$ cat src/hdl/lsr_pkg.sv
// Shared constants for the literal substring replacer.
`timescale 1ns / 1ps
package lsr_pkg;

  // Default and upper bound of the pattern size in bytes
  localparam int MAX_PATTERN_BYTES_DEF = 8;

  // Configuration port geometry
  localparam int CFG_DATA_W = 64;
  localparam int CFG_IDX_W  = 2;
  localparam int LEN_W      = 4;

  // Register indexes
  localparam logic [CFG_IDX_W-1:0] CFG_NEEDLE_BYTES       = 2'd0;
  localparam logic [CFG_IDX_W-1:0] CFG_NEEDLE_LENGTH      = 2'd1;
  localparam logic [CFG_IDX_W-1:0] CFG_REPLACEMENT_BYTES  = 2'd2;
  localparam logic [CFG_IDX_W-1:0] CFG_REPLACEMENT_LENGTH = 2'd3;

  // Command queue between front and back
  localparam int CMDQ_DEPTH = 2;

endpackage

$ cat src/hdl/lsr_front.sv
// Front end: config registers, pending window, needle compare, command build.
`timescale 1ns / 1ps
module lsr_front #(
  parameter int P = lsr_pkg::MAX_PATTERN_BYTES_DEF
) (
  input  logic                             clk,
  input  logic                             rst_n,
  input  logic                             cfg_we,
  input  logic [lsr_pkg::CFG_IDX_W-1:0]    cfg_index,
  input  logic [lsr_pkg::CFG_DATA_W-1:0]   cfg_data,
  input  logic                             push,
  output logic                             full,
  input  logic [7:0]                       in_byte,
  input  logic                             in_end_of_input,
  input  logic                             in_no_data,
  output logic                             cmd_push,
  output logic [1+$clog2(P+1)+8*P-1:0]     cmd_data,
  input  logic                             q_full
);
  import lsr_pkg::*;

  localparam int CW = $clog2(P + 1);

  logic [CFG_DATA_W-1:0] needle_r;
  logic [LEN_W-1:0]      nlen_r;
  logic [CFG_DATA_W-1:0] repl_r;
  logic [LEN_W-1:0]      rlen_r;
  logic [7:0]            win_r   [P];
  logic [7:0]            win_nxt [P];
  logic [CW-1:0]         count_r;
  logic [CW-1:0]         count_nxt;

  logic [7:0]    win_app [P];
  logic [CW-1:0] cnt_a;
  logic [CW-1:0] nlen_eff;
  logic [CW-1:0] rlen_eff;
  logic          hit;
  logic          win_full;
  logic          accept;
  logic [8*P-1:0] emit_bytes;
  logic [CW-1:0]  emit_cnt;

  assign full   = q_full;
  assign accept = push && !q_full;

  // Saturate lengths to the window size
  assign nlen_eff = (nlen_r > LEN_W'(P)) ? CW'(P) : nlen_r[CW-1:0];
  assign rlen_eff = (rlen_r > LEN_W'(P)) ? CW'(P) : rlen_r[CW-1:0];

  // Append the new byte, compare, and decide what to emit
  always_comb begin
    for (int i = 0; i < P; i++) begin
      win_app[i] = (!in_no_data && count_r == CW'(i)) ? in_byte : win_r[i];
    end
    cnt_a = count_r + CW'(!in_no_data);

    hit = 1'b1;
    for (int i = 0; i < P; i++) begin
      if (CW'(i) < nlen_eff && win_app[i] != needle_r[8*i +: 8]) begin
        hit = 1'b0;
      end
    end

    win_full = (nlen_eff != '0) && !in_no_data && (cnt_a == nlen_eff);

    for (int i = 0; i < P; i++) begin
      emit_bytes[8*i +: 8] = win_app[i];
      win_nxt[i]           = win_app[i];
    end

    if (nlen_eff == '0) begin
      // pass through
      emit_cnt  = cnt_a;
      count_nxt = '0;
    end else if (win_full && hit) begin
      emit_bytes = repl_r[8*P-1:0];
      emit_cnt   = rlen_eff;
      count_nxt  = '0;
    end else if (win_full) begin
      // miss: oldest byte out, or whole window at end of string
      emit_cnt  = in_end_of_input ? cnt_a : CW'(1);
      count_nxt = in_end_of_input ? '0 : cnt_a - CW'(1);
      for (int i = 0; i < P - 1; i++) begin
        win_nxt[i] = win_app[i + 1];
      end
    end else begin
      emit_cnt  = in_end_of_input ? cnt_a : '0;
      count_nxt = in_end_of_input ? '0 : cnt_a;
    end
  end

  assign cmd_push = accept && (emit_cnt != '0 || in_end_of_input);
  assign cmd_data = {in_end_of_input, emit_cnt, emit_bytes};

  // Config registers and pending count
  always_ff @(posedge clk) begin
    if (!rst_n) begin
      needle_r <= '0;
      nlen_r   <= '0;
      repl_r   <= '0;
      rlen_r   <= '0;
      count_r  <= '0;
    end else if (cfg_we) begin
      case (cfg_index)
        CFG_NEEDLE_BYTES:       needle_r <= cfg_data;
        CFG_NEEDLE_LENGTH:      nlen_r   <= cfg_data[LEN_W-1:0];
        CFG_REPLACEMENT_BYTES:  repl_r   <= cfg_data;
        CFG_REPLACEMENT_LENGTH: rlen_r   <= cfg_data[LEN_W-1:0];
        default:                ;
      endcase
      count_r <= '0;
    end else if (accept) begin
      count_r <= count_nxt;
    end
  end

  // Window contents, no reset
  always_ff @(posedge clk) begin
    if (accept) begin
      win_r <= win_nxt;
    end
  end

`ifndef ASSERT_OFF
  // Window never holds a full needle between items
  a_count_below_needle: assert property (@(posedge clk) disable iff (!rst_n)
    count_r == '0 || count_r < nlen_eff)
    else $error("pending count reached needle length");

  // A string end always produces a command
  a_end_pushes: assert property (@(posedge clk) disable iff (!rst_n)
    (accept && in_end_of_input) |-> cmd_push)
    else $error("end of string without command");
`endif

endmodule

$ cat src/hdl/lsr_cmd_fifo.sv
// Short command queue between front and back ends.
`timescale 1ns / 1ps
module lsr_cmd_fifo #(
  parameter int WIDTH = 8
) (
  input  logic             clk,
  input  logic             rst_n,
  input  logic             wr_en,
  input  logic [WIDTH-1:0] wr_data,
  output logic             q_full,
  input  logic             rd_en,
  output logic [WIDTH-1:0] rd_data,
  output logic             q_valid
);
  import lsr_pkg::*;

  localparam int PTR_W = (CMDQ_DEPTH > 1) ? $clog2(CMDQ_DEPTH) : 1;
  localparam int CNT_W = $clog2(CMDQ_DEPTH + 1);

  logic [WIDTH-1:0] mem_r [CMDQ_DEPTH];
  logic [PTR_W-1:0] wr_ptr_r, rd_ptr_r;
  logic [CNT_W-1:0] cnt_r;
  logic             do_wr, do_rd;

  assign q_full  = (cnt_r == CNT_W'(CMDQ_DEPTH));
  assign q_valid = (cnt_r != '0);
  assign rd_data = mem_r[rd_ptr_r];
  assign do_wr   = wr_en && !q_full;
  assign do_rd   = rd_en && q_valid;

  // Pointers and fill count
  always_ff @(posedge clk) begin
    if (!rst_n) begin
      wr_ptr_r <= '0;
      rd_ptr_r <= '0;
      cnt_r    <= '0;
    end else begin
      if (do_wr) begin
        wr_ptr_r <= (wr_ptr_r == PTR_W'(CMDQ_DEPTH - 1)) ? '0 : wr_ptr_r + PTR_W'(1);
      end
      if (do_rd) begin
        rd_ptr_r <= (rd_ptr_r == PTR_W'(CMDQ_DEPTH - 1)) ? '0 : rd_ptr_r + PTR_W'(1);
      end
      cnt_r <= cnt_r + CNT_W'(do_wr) - CNT_W'(do_rd);
    end
  end

  // Entry storage
  always_ff @(posedge clk) begin
    if (do_wr) begin
      mem_r[wr_ptr_r] <= wr_data;
    end
  end

`ifndef ASSERT_OFF
  // Fill count rises by one on a push without a pop
  a_cnt_track: assert property (@(posedge clk) disable iff (!rst_n)
    (do_wr && !do_rd && !q_full) |=> (cnt_r == $past(cnt_r) + CNT_W'(1)))
    else $error("command queue count lost a push");
`endif

endmodule

$ cat src/hdl/lsr_back.sv
// Back end: walks each command and emits one result per cycle while results are popped.
`timescale 1ns / 1ps
module lsr_back #(
  parameter int P = lsr_pkg::MAX_PATTERN_BYTES_DEF
) (
  input  logic                         clk,
  input  logic                         rst_n,
  input  logic                         cmd_valid,
  input  logic [1+$clog2(P+1)+8*P-1:0] cmd_data,
  output logic                         cmd_pop,
  output logic                         empty,
  input  logic                         pop,
  output logic [7:0]                   out_byte,
  output logic                         out_end_of_output,
  output logic                         out_empty_marker
);
  import lsr_pkg::*;

  localparam int CW = $clog2(P + 1);
  localparam int IW = (P > 1) ? $clog2(P) : 1;

  logic [8*P-1:0] cmd_bytes;
  logic [CW-1:0]  cmd_cnt;
  logic           cmd_last;

  logic          out_valid_r;
  logic [7:0]    out_byte_r;
  logic          out_end_r;
  logic          out_empty_r;
  logic [IW-1:0] idx_r, idx_nxt;

  logic pop_acc, load, last_beat;

  assign {cmd_last, cmd_cnt, cmd_bytes} = cmd_data;

  assign pop_acc   = pop && out_valid_r;
  assign load      = cmd_valid && (!out_valid_r || pop_acc);
  assign last_beat = (cmd_cnt == '0) || (CW'(idx_r) == cmd_cnt - CW'(1));
  assign cmd_pop   = load && last_beat;
  assign idx_nxt   = last_beat ? '0 : idx_r + IW'(1);

  // Output register and command beat index
  always_ff @(posedge clk) begin
    if (!rst_n) begin
      out_valid_r <= 1'b0;
      idx_r       <= '0;
    end else if (load) begin
      out_valid_r <= 1'b1;
      idx_r       <= idx_nxt;
    end else if (pop_acc) begin
      out_valid_r <= 1'b0;
    end
  end

  // Result payload
  always_ff @(posedge clk) begin
    if (load) begin
      out_empty_r <= (cmd_cnt == '0);
      out_end_r   <= cmd_last && last_beat;
      out_byte_r  <= (cmd_cnt == '0) ? 8'd0 : cmd_bytes[8*idx_r +: 8];
    end
  end

  assign empty             = !out_valid_r;
  assign out_byte          = out_byte_r;
  assign out_end_of_output = out_end_r;
  assign out_empty_marker  = out_empty_r;

`ifndef ASSERT_OFF
  // A terminator-only result always closes the string
  a_empty_is_end: assert property (@(posedge clk) disable iff (!rst_n)
    (out_valid_r && out_empty_r) |-> out_end_r)
    else $error("empty marker without end of output");

  // Beat index restarts once a command is retired
  a_idx_restart: assert property (@(posedge clk) disable iff (!rst_n)
    cmd_pop |=> (idx_r == '0))
    else $error("beat index not cleared after command");
`endif

endmodule

$ cat src/hdl/literal_substring_replacer_unit.sv
// Top level of the literal substring replacer.
`timescale 1ns / 1ps
// Streams a string one byte per request and replaces each leftmost,
// non-overlapping occurrence of the configured needle with the configured
// replacement; a needle length of zero passes bytes through. The front end
// accepts one input request per cycle while full is low, compares the
// pending window with the needle in parallel and queues a command for each
// request that yields results or ends a string in a two-entry queue; the
// back end emits one result per cycle from a single output register while
// results are popped. An item that yields k results occupies the back end
// until all k are emitted, so the sustained rate is one byte per cycle and
// full rises only while a replacement or an end-of-string flush emits
// several bytes, or while results are not popped. Results pass the command
// queue register, then the output register. Configuration writes discard
// the pending window and must be made while the block is idle.
module literal_substring_replacer_unit #(
  parameter int MAX_PATTERN_BYTES = lsr_pkg::MAX_PATTERN_BYTES_DEF
) (
  input  logic                           clk,
  input  logic                           rst_n,
  input  logic                           cfg_we,
  input  logic [lsr_pkg::CFG_IDX_W-1:0]  cfg_index,
  input  logic [lsr_pkg::CFG_DATA_W-1:0] cfg_data,
  input  logic                           push,
  output logic                           full,
  input  logic [7:0]                     in_byte,
  input  logic                           in_end_of_input,
  input  logic                           in_no_data,
  output logic                           empty,
  input  logic                           pop,
  output logic [7:0]                     out_byte,
  output logic                           out_end_of_output,
  output logic                           out_empty_marker
);
  import lsr_pkg::*;

  localparam int CMD_W = 1 + $clog2(MAX_PATTERN_BYTES + 1) + 8 * MAX_PATTERN_BYTES;

  logic             cmd_push, q_full, q_valid, cmd_pop;
  logic [CMD_W-1:0] cmd_wr_data, cmd_rd_data;

  // Front end
  lsr_front #(.P(MAX_PATTERN_BYTES)) u_front (
    .clk             (clk),
    .rst_n           (rst_n),
    .cfg_we          (cfg_we),
    .cfg_index       (cfg_index),
    .cfg_data        (cfg_data),
    .push            (push),
    .full            (full),
    .in_byte         (in_byte),
    .in_end_of_input (in_end_of_input),
    .in_no_data      (in_no_data),
    .cmd_push        (cmd_push),
    .cmd_data        (cmd_wr_data),
    .q_full          (q_full)
  );

  // Command queue
  lsr_cmd_fifo #(.WIDTH(CMD_W)) u_cmdq (
    .clk     (clk),
    .rst_n   (rst_n),
    .wr_en   (cmd_push),
    .wr_data (cmd_wr_data),
    .q_full  (q_full),
    .rd_en   (cmd_pop),
    .rd_data (cmd_rd_data),
    .q_valid (q_valid)
  );

  // Back end
  lsr_back #(.P(MAX_PATTERN_BYTES)) u_back (
    .clk               (clk),
    .rst_n             (rst_n),
    .cmd_valid         (q_valid),
    .cmd_data          (cmd_rd_data),
    .cmd_pop           (cmd_pop),
    .empty             (empty),
    .pop               (pop),
    .out_byte          (out_byte),
    .out_end_of_output (out_end_of_output),
    .out_empty_marker  (out_empty_marker)
  );

endmodule

$ cat config.mk
export PLATFORM = sky130hd
export DESIGN_NAME = literal_substring_replacer_unit
export DESIGN_NICKNAME = d
export VERILOG_FILES = /design/src/hdl/lsr_pkg.sv /design/src/hdl/lsr_front.sv /design/src/hdl/lsr_cmd_fifo.sv /design/src/hdl/lsr_back.sv /design/src/hdl/literal_substring_replacer_unit.sv
export SDC_FILE = /design/constraint.sdc
export NUM_CORES = 1
export LEC_CHECK = 0
export BUFFER_PORTS_ARGS = -buffer_cell sky130_fd_sc_hd__buf_2
export CAP_MARGIN = 15
export CORE_ASPECT_RATIO = 0.9
export CORE_MARGIN = 2
export CORE_UTILIZATION = 45
export DETAILED_ROUTE_END_ITERATION = 12
export SETUP_SLACK_MARGIN = 0.02
export SKIP_CTS_REPAIR_TIMING = 1
export SLEW_MARGIN = 10
export SYNTH_ARGS = -nofsm -noshare
export SYNTH_HDL_FRONTEND = slang
export SYNTH_SLANG_ARGS = --single-unit
export TNS_END_PERCENT = 50
$ cat constraint.sdc
create_clock -name clk -period 14.1 [get_ports clk]
set_input_delay 0.705 -clock clk [delete_from_list [all_inputs] [get_ports clk]]
set_output_delay 0.705 -clock clk [all_outputs]
set_load 0.03 [all_outputs]
==> flow_summary.toml, run 1 <==
[cts]
clk_pin_slew_worst_paths_ns = 0.06
ctsRootBufferMaster = "clkbuf_16"
insertion_delay_ns = 0.55
cts_max_level = 2
cts_sinks = 361
clk_path_buf_depth = 3
cts_made_buffers = 40
tritoncts = "built"

[floorplan]
coreArea_sq_mm = 0.0382
row_count = 68
dieArea_sq_mm = 0.0402
start_util = 0.455
io_pins = 93
die_y_um = 190
die_x_um = 211

[worst_setup_path]
r2r-end = "u_cmdq.mem_r[1][48]"
r2r-start = "u_front.count_r[3]"
cp_data_required_time_ns = 14.26
end_kind = "register"
path_max_fanout = 53
reg2regPathDepth = 12
arrival_ns = 6.09
regToRegSetupSlack_ns = 8.17
cp-start-kind = "register"
crit_type = "reg2reg"

[power]
power.internal_mw = 2.10
combinationalPowerShare = 0.203
clkPwrFrac = 0.331
power.leakage_nw = 7.00
swShare = 0.296
powerDensity_mw_per_mm2 = 154
switchingPower_uw = 883
ir_drop_uv = 74.0
pwr-share-seq = 0.467

[min_path]
hold_depth = 3
hold_class = "in2reg"
hold_start = "cfg_data[10]"
whs_endpoint = "u_front.repl_r[10]"

[synthesis]
syn_nets = 1779
yosysUniqueCellTypes = 74
yosys-top-cells-area = "edfxtp_1 (37%), dfxtp_1 (17%), nand2_1 (7.3%)"
ys_seq_elements = 361
yosysTopAreaCell = "edfxtp_1"
synthFlopType = "edfxtp_1"
postSynthAreaPerCell_sq_um = 10.3
synth_top_area_share = 0.366
synth_area_sq_mm = 0.0174
synth_edf_count = 212
yosysWarnings = 0
netlist_instances = 1690
async_flop_share = 0
ys_seq_area_frac = 0.538

[grt]
track_usage = 0.261
grt_max_degree = 80
antenna_found_initial = 2
grt-ovfl-total = 0
grt_pass1_vias = 12600
grt_pass1_wl_mm = 78.5

[placed_design]
dp.cells = 2180
dp_hpwl_mm = 36.2
io_buffer_count = 92
place.gp.congestion = 0.921

[route]
first_pass_iters = 7
routed_wl_mm = 52.2
vias = 13100
wire_per_inst_um = 23.1
dr.first_iter.drc_count = 1491
ant_nets = 1
drc_errors = 0
viasPerCell = 5.82

[timing]
fmaxAchievable_ghz = 0.169
tns_ns = 0
min_period_ns = 5.93
finalClockSkew_ns = 0.0210
worst_pin_slew_ns = 1.07
setup_violations = 0
relSlewSlack = 0.284
final-hold-violation-count = 0
rsz0062_at_grt = "false"
maxSlewViolCount = 0
finalCritPeriodShare = 0.420

[cells_and_area]
nNetsFinal = 1821
syn_to_final_growth_pct = 11.8
stdcell_count = 2258
final_layout_size_suffix_gt1_frac = 0.130
fill_cells = 3493
regArea_sq_mm = 0.00935
multi_input_area_sq_mm = 0.00744

[run_status]
status = "finished, violations left"
violations = "antenna rules"

[run]
max_cap_violations = 0
==> critical path, cell delays in order, from the launching register on <==
cell	delay, ns
dfxtp_1	0.35
nor2_1	0.61
nand3_1	0.72
mux2i_1	0.28
a222oi_1	0.39
nand4_1	0.26
o32ai_1	0.41
a31oi_1	0.16
nor4_2	0.61
o221a_2	0.38
o31a_1	0.23
and2_2	0.44
buf_4	0.65
==> logic make-up (layout without fill, tap and decap cells) <==
kind of cell | Yosys count | in the layout | synth area share
DFF | 361 | 361 | 0.538
xor gates and xnor gates | 62 | 62 | 0.0312
AOI/OAI and AO/OA | 390 | 390 | 0.154
muxes | 84 | 84 | 0.0775
and+or+nand+nor | 622 | 622 | 0.157
buffers and inverters | 163 | 236 | 0.0364
other | 0 | 5 | 0
adders and majority gates | 8 | 8 | 0.00576
==> final cells by class <==
cell class | instances | share of cell area
Antenna cell | 5 | 0.000644
Clock buffer | 60 | 0.0591
Clock inverter | 13 | 0.00438
Inverter | 57 | 0.0110
Multi-Input combinational cell | 1166 | 0.383
Sequential cell | 361 | 0.481
Tap cell | 490 | 0.0316
Timing Repair Buffer | 106 | 0.0292
==> per-stage QoR <==
stage / setup WS [ns] / util / hold slack, ns / instance area, sq um / total power [mW]
global route: 7.74 / 0.508 / 0.411 / 19400 / 3.11
CTS: 8.21 / 0.508 / 0.397 / 19400 / 3.00
finish: 8.17 / 0.509 / 0.414 / 19400 / 2.99
floorplan: 7.07 / - / 0.439 / 17400 / 1.79
global placement: 8.43 / 0.476 / 0.452 / 18200 / 2.00
detailed placement: 8.22 / 0.476 / 0.460 / 18200 / 2.02
==> routing by layer <==
| layer | global-route usage | vias up | wire length, um |
|---|---|---|---|
| li1 | - | 6129 | - |
| met1 | 0.370 | 6373 | 22900 |
| met2 | 0.395 | 533 | 23100 |
| met3 | 0.0667 | 101 | 4670 |
| met4 | 0.0715 | 2 | 1300 |
| met5 | 0.0222 | - | 119 |
==> synth_stat cells, types with 10 or more instances <==
| cell | instances |
|---|---|
| nand3_1 | 24 |
| a22oi_1 | 20 |
| a21oi_1 | 90 |
| dfxtp_1 | 149 |
| edfxtp_1 | 212 |
| clkbuf_1 | 84 |
| xor2_1 | 21 |
| a221o_1 | 17 |
| mux2i_1 | 39 |
| nor2b_1 | 24 |
| and2_1 | 30 |
| nand2_1 | 340 |
| o21ai_0 | 41 |
| nor2_1 | 132 |
| inv_1 | 54 |
| mux4_2 | 40 |
| a222oi_1 | 12 |
| xnor2_1 | 41 |
| buf_2 | 11 |
| o22ai_1 | 32 |
| nand2b_1 | 10 |
| nor3_1 | 15 |
| a21boi_0 | 130 |
==> state kept, by name, summed over array words and instances (netlist names), named ones only <==
| signal | flops |
|---|---|
| u_back.idx_r | 3 |
| u_front.count_r | 4 |
| u_front.nlen_r | 4 |
| u_back.out_empty_marker | 1 |
| u_back.out_byte | 8 |
| u_cmdq.wr_ptr_r | 1 |
| u_cmdq.rd_ptr_r | 1 |
| u_back.out_valid_r | 1 |
| u_cmdq.cnt_r | 2 |
| u_front.repl_r | 64 |
| u_back.out_end_of_output | 1 |
| u_cmdq.mem_r | 138 |
| u_front.win_r | 64 |
| u_front.rlen_r | 4 |
| u_front.needle_r | 64 |
==> power by group through the flow <==
stage	Sequential (mW)	Combinational, mW	Clock (mW)
floorplan	1.40	0.384	0
global placement	1.41	0.595	0
detailed placement	1.41	0.604	0
CTS	1.39	0.607	1.01
global route	1.40	0.654	1.05
finish	1.39	0.606	0.987
==> how the worst max path moves through the flow <==
stage / from / to / slack (ns) / cells past startpoint
CTS: u_front.count_r[3] / u_cmdq.mem_r[1][48] / 8.21 / 12
global placement: u_front.count_r[3] / u_cmdq.mem_r[1][51] / 8.43 / 12
finish: u_front.count_r[3] / u_cmdq.mem_r[1][48] / 8.17 / 12
detailed placement: u_front.count_r[3] / u_cmdq.mem_r[1][60] / 8.22 / 12
global route: u_front.count_r[3] / u_cmdq.mem_r[1][50] / 7.74 / 12
floorplan: in_byte[2] / u_cmdq.mem_r[0][0] / 7.07 / 12
==> cells in the final DEF (no fill, tap or decap), drive strengths merged, types with 24 or more instances in the layout <==
cell / instances
nand2: 342
xnor2: 41
buf: 106
mux2i: 39
nand3: 24
o21ai: 48
edfxtp: 212
dfxtp: 149
nor2: 133
and2: 30
a21boi: 130
a21oi: 93
inv: 56
mux4: 40
nor2b: 24
o22ai: 32
clkbuf: 60
No activity file was read; power rests on OpenSTA's default activity.
==> run 2, diff against run 1 <==
clock period = 5.1 ns   (was 14.1 ns; I/O delays follow)
==> flow_summary.toml, run 2 (synthesis gave the netlist of run 1 again) <==
[run_status]
status = "finished, violations left"
violations = "hold timing"

[cells_and_area]
final_cell_mix = "nand2_1 (340), edfxtp_1 (212), dfxtp_1 (148)"
diodes = 0
largest_register_ffs = 138
multi_input_area_sq_mm = 0.00744
final_layout_size_suffix_gt1_frac = 0.140
fin_area_sq_mm = 0.0202
fill_cells = 3465
largest-register = "u_cmdq.mem_r"
regArea_sq_mm = 0.00935
final_common_cell = "nand2_1"
nNetsFinal = 1898
syn_to_final_growth_pct = 16.0

[timing]
min_period_ns = 4.65
worst_pin_slew_ns = 1.04
setup_slack_ns = 0.449
whs_ns = -0.0292
fmaxAchievable_ghz = 0.215
rsz0062_at_grt = "false"
final-hold-violation-count = 13
finalCritPeriodShare = 0.912
maxSlewViolCount = 0
finalClockSkew_ns = 0.0269
relSlewSlack = 0.307
setup_violations = 0

[floorplan]
die_y_um = 190
dieArea_sq_mm = 0.0402
start_util = 0.455
io_pins = 93
coreArea_sq_mm = 0.0382
die_x_um = 211
row_count = 68

[worst_setup_path]
critPathBufInv = 1
cp-start-kind = "register"
crit_family = "simple AND/OR/NAND/NOR gates"
max_stage_delay_ns = 0.55
slowest_stage = "nor2b_1"
arrival_ns = 4.91
path_cells = "nor2b_1, nand2_4, a21oi_2, nor2_1, or4_4, o41ai_4, nand2_2, or4_1, o221a_2, o31a_1, and2_2, buf_12"
crit_type = "reg2reg"
path_max_fanout = 55
cp_data_required_time_ns = 5.36
end_kind = "register"

[route]
viasPerCell = 5.83
drc_errors = 0
first_pass_iters = 5
wire_per_inst_um = 22.3
vias = 13600
dr.first_iter.drc_count = 1626
routed_wl_mm = 52.0
ant_nets = 0

[grt]
grt_pass1_vias = 12600
grt_pass1_wl_mm = 77.8
grt-ovfl-total = 0
antenna_found_initial = 3
track_usage = 0.257
grt_max_degree = 80

[placed_design]
place.gp.congestion = 0.981
place_area_sq_mm = 0.0185
io_buffer_count = 92
dp_hpwl_mm = 36.3
pre_cts_slack_ns = 0.485

[power]
power.leakage_nw = 7.36
powerDensity_mw_per_mm2 = 411
ir_drop_uv = 261
finalPower_mw = 8.29

[cts]
ctsRootBufferMaster = "clkbuf_16"
cts_sinks = 361
insertion_delay_ns = 0.55
cts_max_level = 2
tritoncts = "built"
cts_made_buffers = 38
clk_path_buf_depth = 3
clk_pin_slew_worst_paths_ns = 0.06

[min_path]
hold_class = "in2reg"

[run]
max_cap_violations = 0
run 2: changes by cell type in the layout (fill, tap and decap cells not counted), moves of 2 or more:
cell           before  now
buf_4              15   42
inv_6               2    0
buf_12              0    4
bufinv_16           0    2
clkinv_2            3    5
dlygate4sd3_1       0   48
clkinv_4            2    0
diode_2             5    0
clkbuf_8            5    2
run 2: per-layer routing:
layer  vias up  global-route usage  share of wire
li1       6279                   -              -
met4         6              0.0886          0.030
met2       602               0.389           0.44
met5         -                   0        0.00088
met3        93              0.0443          0.080
met1      6590               0.373           0.45
run 2: final timing paths:
check,to,slack (ns),startpoint,cells past startpoint
max,u_cmdq.mem_r[1][58],0.45,u_front.count_r[0],12
min reg2reg,u_front.repl_r[49],0.47,u_front.repl_r[49],2
min,u_front.repl_r[22],-0.03,cfg_data[22],3
max reg2reg,u_cmdq.mem_r[1][58],0.45,u_front.count_r[0],12
run 2: area by class of cell:
cell class	instances	area share
inverter	57	0.0106
clock inverter	14	0.00571
tap	490	0.0304
clock buffer	56	0.0547
timing repair buffer	185	0.0660
multi-input combinational	1166	0.369
sequential	361	0.464
run 2: worst reg2reg max path: stages (launching register included):
cell and delay (ns):
dfxtp_1 0.40, nor2b_1 0.55, nand2_4 0.25, a21oi_2 0.24, nor2_1 0.06, or4_4 0.54
o41ai_4 0.43, nand2_2 0.16, or4_1 0.54, o221a_2 0.33, o31a_1 0.37, and2_2 0.24
buf_12 0.22
run 2: stage by stage:
step	TNS, ns	utilization	instances
after floorplan	-7.43	-	1690
after global routing	0	0.528	2329
after CTS	0	0.515	2281
final	0	0.528	2329
after detailed placement	0	0.483	2211
after global placement	0	0.483	2211
run 2: report_power, final:
part / total, mW / internal (mW) / switching (mW) / leakage [nW]
Combinational: 1.70 / 0.683 / 1.02 / 3.55
Clock: 2.74 / 1.60 / 1.14 / 0.592
Sequential: 3.85 / 3.61 / 0.240 / 3.21
Total: 8.29 / 5.90 / 2.40 / 7.36
==> run 3, diff against run 2 <==
ABC_AREA = 1   (was not set)
==> flow_summary.toml, run 3 <==
[run_status]
status = "finished, violations left"
violations = "hold timing"

[power]
powerDensity_mw_per_mm2 = 443
switchingPower_mw = 2.82
clkPwrFrac = 0.318
power.internal_mw = 5.91
ir_drop_uv = 213
combinationalPowerShare = 0.242
power.leakage_nw = 8.20
pwr-share-seq = 0.440
swShare = 0.323

[synthesis]
async_flop_share = 0
yosysUniqueCellTypes = 38
postSynthAreaPerCell_sq_um = 8.24
synth_edf_count = 212
ys_seq_area_frac = 0.549
yosys-top-cells-count = "nand2_1 (487), o21ai_0 (318), nor2_1 (296)"
yosys-top-cells-area = "edfxtp_1 (37%), dfxtp_1 (18%), nand2_1 (11%)"
netlist_instances = 2067
ys_seq_elements = 361
synth_area_sq_mm = 0.0170
synth_top_area_share = 0.374
yosysWarnings = 0
synthFlopType = "edfxtp_1"
syn_nets = 2156
yosysTopAreaCell = "edfxtp_1"
yosys.cell_count.top_type = "nand2_1"

[floorplan]
start_util = 0.457
row_count = 67
coreArea_sq_mm = 0.0373
die_x_um = 209
die_y_um = 189
io_pins = 93
dieArea_sq_mm = 0.0394

[timing]
worst_pin_slew_ns = 1.05
maxSlewViolCount = 0
min_period_ns = 4.52
final-hold-violation-count = 5
finalCritPeriodShare = 0.886
rsz0062_at_grt = "false"
tns_ns = 0
whs_ns = -0.0278
setup_violations = 0
relSlewSlack = 0.303
fmaxAchievable_ghz = 0.221
finalClockSkew_ns = 0.0131

[cts]
cts_sinks = 361
tritoncts = "built"
insertion_delay_ns = 0.56
cts_max_level = 2
ctsRootBufferMaster = "clkbuf_16"
cts_made_buffers = 40
clk_path_buf_depth = 3
clk_pin_slew_worst_paths_ns = 0.06

[placed_design]
dp_hpwl_mm = 34.6
io_buffer_count = 92
place.gp.congestion = 0.859
dp.cells = 2557

[worst_setup_path]
r2r-start = "u_front.count_r[2]"
reg2regPathDepth = 22
regToRegSetupSlack_ns = 0.58
r2r-end = "u_cmdq.mem_r[0][14]"
cp-start-kind = "register"
path_max_fanout = 37
end_kind = "register"
arrival_ns = 4.71
cp_data_required_time_ns = 5.29
crit_type = "reg2reg"

[grt]
grt_pass1_wl_mm = 77.3
grt_max_degree = 102
track_usage = 0.257
grt-ovfl-total = 0
antenna_found_initial = 0
grt_pass1_vias = 13100

[cells_and_area]
largest_register_ffs = 138
largest-register = "u_cmdq.mem_r"
stdcell_count = 2688
final_cell_mix = "nand2_1 (486), o21ai_0 (318), nor2_1 (294)"
final_layout_size_suffix_gt1_frac = 0.0944
final_common_cell = "nand2_1"
fill_cells = 3493
final_core_util = 0.528
multi_input_area_sq_mm = 0.00664
regArea_sq_mm = 0.00935
nNetsFinal = 2261
syn_to_final_growth_pct = 15.5

[min_path]
hold_depth = 3
hold_class = "in2reg"
hold_start = "cfg_data[34]"
whs_endpoint = "u_front.repl_r[34]"

[route]
ant_nets = 0
wire_per_inst_um = 19.2
routed_wl_mm = 51.5
viasPerCell = 5.50
vias = 14800
drc_errors = 0
dr.first_iter.drc_count = 1437
first_pass_iters = 6

[run]
max_cap_violations = 0
## run 3: worst max path at each step
stage,slack (ns),cells past startpoint,from,endpoint
after floorplan,0.27,18,in_no_data,u_cmdq.mem_r[0][0]
after global placement,0.61,20,u_front.count_r[2],u_cmdq.mem_r[0][12]
after detailed placement,0.50,22,u_front.count_r[2],u_cmdq.mem_r[0][12]
after CTS,0.45,22,u_front.count_r[2],u_cmdq.mem_r[0][13]
after global routing,0.02,24,u_front.count_r[1],u_cmdq.mem_r[0][13]
final,0.58,22,u_front.count_r[2],u_cmdq.mem_r[0][14]
## run 3: worst max-delay path, cell delays in order (launching register included)
cell and delay, ns:
dfxtp_1 0.55, nor2_4 0.43, nand3_2 0.33, nand2_1 0.20, nand2_1 0.10, nand2_1 0.07
nand2_1 0.04, nor2_1 0.15, nand2_1 0.07, nor2_1 0.21, nand2_1 0.12, nor2_1 0.13
nand3_1 0.13, nand2_2 0.14, nand3_4 0.27, nand2_1 0.14, nand3_1 0.07, nand2_1 0.11
inv_1 0.05, nand3_1 0.09, nand2_1 0.12, nor2_4 0.15, buf_4 0.43
## run 3: area by class of cell
type,instances,share of cell area
diodes,1,0.000127
clock buffers,65,0.0592
flip-flops and latches,361,0.475
inverters,176,0.0337
multi-input cells,1427,0.337
repair buffers,166,0.0604
well taps,483,0.0307
clock inverters,9,0.00375
## run 3: through the flow
stage | setup slack (ns) | power [mW] | cell area (sq um) | hold slack [ns]
3_3_place_gp | 0.613 | 5.91 | 17900 | 0.438
3_5_place_dp | 0.495 | 5.94 | 17900 | 0.441
4_1_cts | 0.451 | 8.72 | 19100 | -0.0946
5_1_grt | 0.0223 | 9.16 | 19700 | 0.00478
2_1_floorplan | 0.273 | 5.22 | 17000 | 0.354
6_report | 0.583 | 8.72 | 19700 | -0.0278
## run 3: cell families after synthesis
| logic type | Yosys count | share of synthesized area |
|---|---|---|
| AND/OR/NAND/NOR | 936 | 0.228 |
| adder cells (fa/ha/maj) | 8 | 0.00587 |
| XOR/XNOR | 14 | 0.00720 |
| buffers and inverters | 280 | 0.0639 |
| AO/OA/AOI/OAI | 465 | 0.145 |
| multiplexers | 3 | 0.00176 |
| flip-flops | 361 | 0.549 |
## run 3: power groups by stage
stage               clock network, mW  logic [mW]  registers (mW)
floorplan                           0        1.29            3.93
global placement                    0        2.01            3.90
detailed placement                  0        2.04            3.90
CTS                              2.83        2.05            3.84
global route                     2.93        2.35            3.88
finish                           2.77        2.11            3.84
## run 3: routing by layer
| layer | share of wire | routed length [um] | global-route usage | vias to the layer above |
|---|---|---|---|---|
| met5 | 0 | 0 | 0 | - |
| met4 | 0.021 | 1090 | 0.0747 | 0 |
| met3 | 0.065 | 3350 | 0.0332 | 67 |
| met2 | 0.43 | 22300 | 0.381 | 506 |
| met1 | 0.48 | 24700 | 0.392 | 7048 |
| li1 | - | - | - | 7156 |
